File: config.mk
export PLATFORM = sky130hd
export DESIGN_NAME = tcw_ctrl
export DESIGN_NICKNAME = d
export VERILOG_FILES = /design/src/hw/rtl/tcw_pkg.sv /design/src/hw/rtl/tcw_ctrl.sv
export SDC_FILE = /design/constraint.sdc
export NUM_CORES = 1
export LEC_CHECK = 0
export BUFFER_PORTS_ARGS = -buffer_cell sky130_fd_sc_hd__buf_2
export CORE_AREA = 2 2 39 41
export CTS_BUF_LIST = sky130_fd_sc_hd__clkbuf_16
export DETAILED_ROUTE_END_ITERATION = 12
export DIE_AREA = 0 0 41 43
export GPL_TIMING_DRIVEN = 1
export PLACE_DENSITY_LB_ADDON = 0.3
export SLEW_MARGIN = 0
export SYNTH_ARGS = -nofsm -noshare
export SYNTH_HDL_FRONTEND = slang
export SYNTH_SLANG_ARGS = --single-unit
File: constraint.sdc
create_clock -name clk_i -period 1.57 [get_ports clk_i]
set_input_delay 0 -clock clk_i [delete_from_list [all_inputs] [get_ports clk_i]]
set_output_delay 0 -clock clk_i [all_outputs]
set_load 0.005 [all_outputs]
File: src/hw/rtl/tcw_pkg.sv
// Shared types, constants and helpers of the text console writer.
`default_nettype none

package tcw_pkg;

  // Screen geometry
  localparam int COLUMNS    = 80;
  localparam int ROWS       = 25;
  localparam int CELL_COUNT = ROWS * COLUMNS;
  localparam int ADDR_W     = $clog2(CELL_COUNT);
  localparam int ROW_W      = 5;
  localparam int COL_W      = 7;
  localparam int CELL_W     = 16;
  localparam int COLOR_W    = 4;
  localparam int CHAR_W     = 8;

  // Stream and configuration widths
  localparam int S_TDATA_W  = 32;
  localparam int S_TUSER_W  = 2;
  localparam int M_TDATA_W  = 32;
  localparam int CFG_IDX_W  = 2;
  localparam int CFG_DATA_W = 4;

  // Commands
  localparam logic [1:0] CMD_PRINT = 2'd0;
  localparam logic [1:0] CMD_READ  = 2'd1;
  localparam logic [1:0] CMD_CLEAR = 2'd2;

  // Register indexes
  localparam logic [CFG_IDX_W-1:0] CFG_DEF_FG = 2'd0;
  localparam logic [CFG_IDX_W-1:0] CFG_DEF_BG = 2'd1;
  localparam logic [CFG_IDX_W-1:0] CFG_CURSOR = 2'd2;

  localparam logic [COLOR_W-1:0] RST_DEF_FG = 4'd15;
  localparam logic [COLOR_W-1:0] RST_DEF_BG = 4'd0;
  localparam logic [COLOR_W-1:0] RST_CURSOR = 4'd7;

  // Special characters
  localparam logic [CHAR_W-1:0] CH_NUL   = 8'h00;
  localparam logic [CHAR_W-1:0] CH_BS    = 8'h08;
  localparam logic [CHAR_W-1:0] CH_TAB   = 8'h09;
  localparam logic [CHAR_W-1:0] CH_NL    = 8'h0A;
  localparam logic [CHAR_W-1:0] CH_SPACE = 8'h20;

  typedef enum logic [2:0] {
    S_INIT, S_IDLE, S_PAINT, S_CURSOR, S_SCROLL, S_FILL, S_CLEAR, S_RESULT
  } state_e;

  typedef enum logic [2:0] {
    RD_NONE, RD_CUR, RD_NEW, RD_USER, RD_SCROLL
  } rd_sel_e;

  typedef enum logic [2:0] {
    WR_NONE, WR_PAINT, WR_CURSOR, WR_BLANK_RST, WR_BLANK, WR_COPY, WR_FILL
  } wr_sel_e;

  typedef enum logic [1:0] {
    CNT_HOLD, CNT_ZERO, CNT_INC
  } cnt_op_e;

  typedef enum logic [1:0] {
    CUR_HOLD, CUR_ADV, CUR_HOME
  } cur_op_e;

  typedef struct packed {
    logic    lat_in;
    logic    load_res;
    cnt_op_e cnt_op;
    rd_sel_e rd_sel;
    wr_sel_e wr_sel;
    cur_op_e cur_op;
  } ctrl_t;

  typedef struct packed {
    logic [1:0] in_cmd;
    logic       will_scroll;
    logic       cnt_zero;
    logic       cnt_last;
    logic       cnt_copy_end;
    logic       out_free;
  } stat_t;

  function automatic logic [ADDR_W-1:0] cell_idx(input logic [ROW_W-1:0] row,
                                                 input logic [COL_W-1:0] col);
    cell_idx = ADDR_W'(int'(row) * COLUMNS + int'(col));
  endfunction

  function automatic logic [CELL_W-1:0] blank_cell(input logic [COLOR_W-1:0] fg,
                                                   input logic [COLOR_W-1:0] bg);
    blank_cell = {bg, fg, CH_NUL};
  endfunction

endpackage

`default_nettype wire

File: src/hw/rtl/tcw_ctrl.sv
// Controller state machine of the text console writer.
`default_nettype none

module tcw_ctrl
  import tcw_pkg::*;
(
  input  wire logic  clk_i,
  input  wire logic  rst_ni,
  input  wire logic  s_valid_i,
  output logic       s_ready_o,
  input  wire stat_t stat_i,
  output ctrl_t      ctrl_o
);

  state_e state_q, state_d;

  always_ff @(posedge clk_i or negedge rst_ni) begin
    if (!rst_ni) begin
      state_q <= S_INIT;
    end else begin
      state_q <= state_d;
    end
  end

  always_comb begin
    state_d        = state_q;
    s_ready_o      = 1'b0;
    ctrl_o.lat_in   = 1'b0;
    ctrl_o.load_res = 1'b0;
    ctrl_o.cnt_op   = CNT_HOLD;
    ctrl_o.rd_sel   = RD_NONE;
    ctrl_o.wr_sel   = WR_NONE;
    ctrl_o.cur_op   = CUR_HOLD;
    case (state_q)
      S_INIT: begin
        ctrl_o.wr_sel = WR_BLANK_RST;
        ctrl_o.cnt_op = CNT_INC;
        if (stat_i.cnt_last) state_d = S_IDLE;
      end
      S_IDLE: begin
        s_ready_o = 1'b1;
        if (s_valid_i) begin
          ctrl_o.lat_in = 1'b1;
          ctrl_o.cnt_op = CNT_ZERO;
          case (stat_i.in_cmd)
            CMD_PRINT: begin
              ctrl_o.rd_sel = RD_CUR;
              state_d       = S_PAINT;
            end
            CMD_READ: begin
              ctrl_o.rd_sel = RD_USER;
              state_d       = S_RESULT;
            end
            CMD_CLEAR: begin
              ctrl_o.cur_op = CUR_HOME;
              state_d       = S_CLEAR;
            end
            default: state_d = S_RESULT;
          endcase
        end
      end
      S_PAINT: begin
        ctrl_o.wr_sel = WR_PAINT;
        ctrl_o.cur_op = CUR_ADV;
        if (stat_i.will_scroll) begin
          state_d = S_SCROLL;
        end else begin
          ctrl_o.rd_sel = RD_NEW;
          state_d       = S_CURSOR;
        end
      end
      S_CURSOR: begin
        ctrl_o.wr_sel = WR_CURSOR;
        state_d       = S_RESULT;
      end
      S_SCROLL: begin
        // read one row ahead, write the word read last cycle
        if (!stat_i.cnt_zero) ctrl_o.wr_sel = WR_COPY;
        if (stat_i.cnt_copy_end) begin
          state_d = S_FILL;
        end else begin
          ctrl_o.rd_sel = RD_SCROLL;
          ctrl_o.cnt_op = CNT_INC;
        end
      end
      S_FILL: begin
        ctrl_o.wr_sel = WR_FILL;
        ctrl_o.cnt_op = CNT_INC;
        if (stat_i.cnt_last) state_d = S_RESULT;
      end
      S_CLEAR: begin
        ctrl_o.wr_sel = WR_BLANK;
        ctrl_o.cnt_op = CNT_INC;
        if (stat_i.cnt_last) state_d = S_RESULT;
      end
      S_RESULT: begin
        if (stat_i.out_free) begin
          ctrl_o.load_res = 1'b1;
          state_d         = S_IDLE;
        end
      end
      default: state_d = S_INIT;
    endcase
  end

endmodule

`default_nettype wire

==> flow_metrics.py <==
metrics = {
    "routing": {
        "detailroute.via_count": 444,
        "detail_route.wl_per_cell_um": 10.3,
        "drt_wl_total_um": 945,
        "antenna_violating_nets_post_route": 0,
        "detailedRoute.firstIterationViolations": 9,
        "post-route-drc-count": 0,
        "vias_per_cell": 4.83,
        "drt_pass1_iterations": 4,
    },
    "timing": {
        "finalWorstPathRequiredPeriod_ps": 1420,
        "clock-skew-final_ps": 3.28,
        "upper_clock_frequency_limit_mhz": 703,
        "setup_ws_ps": 148,
        "rsz_0062_raised_after_global_routing": "no",
        "setup-tns-final_ps": 0,
        "finalSetupViolCount": 0,
        "final-max-slew-violation-count": 0,
        "timing.hold.ws_ps": 126,
        "final.period_utilization": 0.906,
        "timing_hold_violations_final": 0,
        "slew-limit-headroom": 0.655,
        "max_slew.worst_pin.slew_ps": 517,
    },
    "synth": {
        "synthesized_cell_area_um2": 354,
        "synth-warning-count": 0,
        "ys.flop_type": "sky130_fd_sc_hd__dfrtp_1",
        "synth_top_cell_area_share": 0.212,
        "syn_area_per_cell_um2": 6.81,
        "synth_top_area_cell": "sky130_fd_sc_hd__dfrtp_1",
        "list_of_most_frequent_post_synthesis_cells": "12 x sky130_fd_sc_hd__nor2_1, 5 x sky130_fd_sc_hd__nand2_1, 4 x sky130_fd_sc_hd__inv_1, 4 x sky130_fd_sc_hd__nor3_1",
        "synthDistinctLibCells": 22,
        "post_synth_main_area_contributors": "sky130_fd_sc_hd__dfrtp_1 21%, sky130_fd_sc_hd__nor2_1 13%, sky130_fd_sc_hd__buf_4 6.4%",
        "mappedNetlistNets": 62,
        "synthArstFlopShare": 1.00,
        "synth.yosys.seq_area_share": 0.212,
        "synth.ff_latch_count": 3,
        "synth-edff-count": 0,
        "most_common_cell_in_the_synthesized_netlist": "sky130_fd_sc_hd__nor2_1",
        "synthesis.instances": 52,
    },
    "clock_tree": {
        "htreeDepth": 1,
        "post_cts_resize_count": 0,
        "number_of_sinks_handled_by_clock_tree_synthesis": 3,
        "tritoncts.num_buffers": 3,
        "cts.reportedPaths.clkPinSlew_ps": 30,
        "cts_buffer_depth": 2,
        "clock_tree_from_tritoncts": "yes",
        "cts_root_buf": "sky130_fd_sc_hd__clkbuf_16",
        "clk-insertion-delay-late_ps": 220,
    },
    "final_layout": {
        "seqCellArea_um2": 75.1,
        "largest_registers": "state_q (3)",
        "n_diodes": 0,
        "post_route_cells_drive_above_1_share": 0.395,
        "syn2layout_area_growth_pct": 56.9,
        "number_of_nets_at_the_end_of_the_flow": 87,
        "largest_register_ff_count": 3,
        "max_flop_register": "state_q",
        "multi_input_logic_area_um2": 231,
        "filler_instances": 150,
    },
    "worst_setup_path": {
        "setup.worst_path.class": "reg2out",
        "required_ps": 1570,
        "cp-start-kind": "register",
        "setup.reg_to_reg.worst_slack_ps": 360,
        "worstReg2RegStart": "state_q[1]",
        "critPathArrivalTime_ps": 1420,
        "reg2reg_depth": 2,
        "end_kind": "output pin",
        "rr_endpoint": "state_q[1]",
        "worstSetupEndpoint": "ctrl_o[6]",
        "timing.critical_path.fanout_max": 19,
        "timing_startpoint_of_the_critical_path": "state_q[1]",
    },
    "place": {
        "post-dp-hpwl_um": 677,
        "buffer_ports.inserted": 22,
        "pre_cts_slack_ps": 383,
        "finalWeightedCongestion": 0.743,
    },
    "floorplan": {
        "floorplan.rows": 14,
        "dieWidth_um": 41,
        "floorplan.initialDensity": 0.256,
        "chipHeight_um": 43,
        "io_pins": 23,
        "design.core.area_mm2": 0.00138,
        "design.die.area_mm2": 0.00176,
    },
    "outcome": {
        "status": "complete, no violations",
    },
    "grt": {
        "track_usage": 0.117,
        "antenna_found_initial": 0,
        "maximum_number_of_pins_on_one_net_before_global_route_repair": 20,
        "grt_remaining_overflow": 0,
        "grt_pass1_wl_um": 1410,
        "grt_pass1_vias": 358,
    },
    "run": {
        "drv_cap": 0,
    },
    "pwr": {
        "ir_worst_vdd_mv": 1.02,
        "static-leakage-power_uw": 0.000299,
        "p_per_area_mw_per_mm2": 1840,
    },
    "worst_hold_path": {
        "worstHoldPathType": "in2async",
    },
}
metal layers:
layer	wire length (µm)	GRT usage	vias up
met5	0	0	-
met4	0	0.0400	0
met3	37	0.0471	0
met2	484	0.175	11
met1	424	0.145	203
li1	-	-	230
area by class of cell:
cell class / instances / share of cell area
Multi-Input combinational cell: 40 / 0.417
Clock inverter: 1 / 0.00676
Timing Repair Buffer: 25 / 0.243
Tap cell: 16 / 0.0360
Clock buffer: 3 / 0.135
Inverter: 4 / 0.0270
Sequential cell: 3 / 0.135
placed cells by master, fill, tap and decap left out:
cell type | netlist | routed
sky130_fd_sc_hd__buf_2 | 2 | 22
sky130_fd_sc_hd__nor2_1 | 12 | 12
sky130_fd_sc_hd__inv_1 | 4 | 5
sky130_fd_sc_hd__nand2_1 | 5 | 5
sky130_fd_sc_hd__nor3_1 | 4 | 4
sky130_fd_sc_hd__clkbuf_16 | 0 | 3
sky130_fd_sc_hd__dfrtp_1 | 3 | 3
sky130_fd_sc_hd__nand2b_1 | 2 | 2
sky130_fd_sc_hd__a21oi_1 | 2 | 2
sky130_fd_sc_hd__o21ai_0 | 2 | 2
sky130_fd_sc_hd__o32ai_1 | 2 | 2
sky130_fd_sc_hd__buf_4 | 3 | 2
sky130_fd_sc_hd__and3b_1 | 1 | 1
sky130_fd_sc_hd__nor4_2 | 1 | 1
sky130_fd_sc_hd__a22o_1 | 1 | 1
sky130_fd_sc_hd__a31oi_1 | 1 | 1
sky130_fd_sc_hd__maj3_2 | 1 | 1
sky130_fd_sc_hd__a211o_1 | 1 | 1
sky130_fd_sc_hd__a32oi_1 | 1 | 1
sky130_fd_sc_hd__o21ai_1 | 1 | 1
sky130_fd_sc_hd__nand3_1 | 1 | 1
sky130_fd_sc_hd__a221oi_2 | 1 | 1
sky130_fd_sc_hd__o21a_1 | 1 | 1
sky130_fd_sc_hd__dlygate4sd3_1 | 0 | 1
logic make-up after synthesis:
family                     count (synthesis)  share of synthesized area
AOI/OAI and AO/OA                         13                      0.276
adders and majority gates                  1                     0.0318
and+or+nand+nor                           26                      0.346
buffers and inverters                      9                      0.134
DFF                                        3                      0.212
worst max-delay path, cell delays in order (launching register included):
cell and delay, ps:
sky130_fd_sc_hd__dfrtp_1 550, sky130_fd_sc_hd__nor4_2 370, sky130_fd_sc_hd__a22o_1 170, sky130_fd_sc_hd__buf_2 100
worst min path at each step:
stage | startpoint | depth (start not counted) | end | slack [ps]
finish | rst_ni | 2 | state_q[1] | 130
floorplan | rst_ni | 0 | state_q[0] | -300
detailed placement | rst_ni | 1 | state_q[2] | -200
CTS | rst_ni | 2 | state_q[1] | 100
global route | rst_ni | 2 | state_q[1] | 140
global placement | rst_ni | 1 | state_q[2] | -200
what timing repair did:
action,4_1_cts,5_1_grt
hold endpoints to repair,3,0
buffers inserted,0,0
endpoints found under the setup margin,0,0
hold buffers,1,0
power by group:
group	internal (µW)	leakage [µW]	switching, µW	total, µW
registers	107	0.0000304	90.0	197
clock network	328	0.0000423	67.2	395
logic	217	0.000226	215	432
stage by stage:
step / util / total power [µW] / cell area (µm²) / cells
floorplan: - / 507 / 354 / 52
global placement: 0.337 / 627 / 467 / 87
detailed placement: 0.337 / 627 / 467 / 87
CTS: 0.401 / 1030 / 556 / 92
global route: 0.401 / 1100 / 556 / 92
finish: 0.401 / 1020 / 556 / 92
No activity file was read; power rests on OpenSTA's default activity.
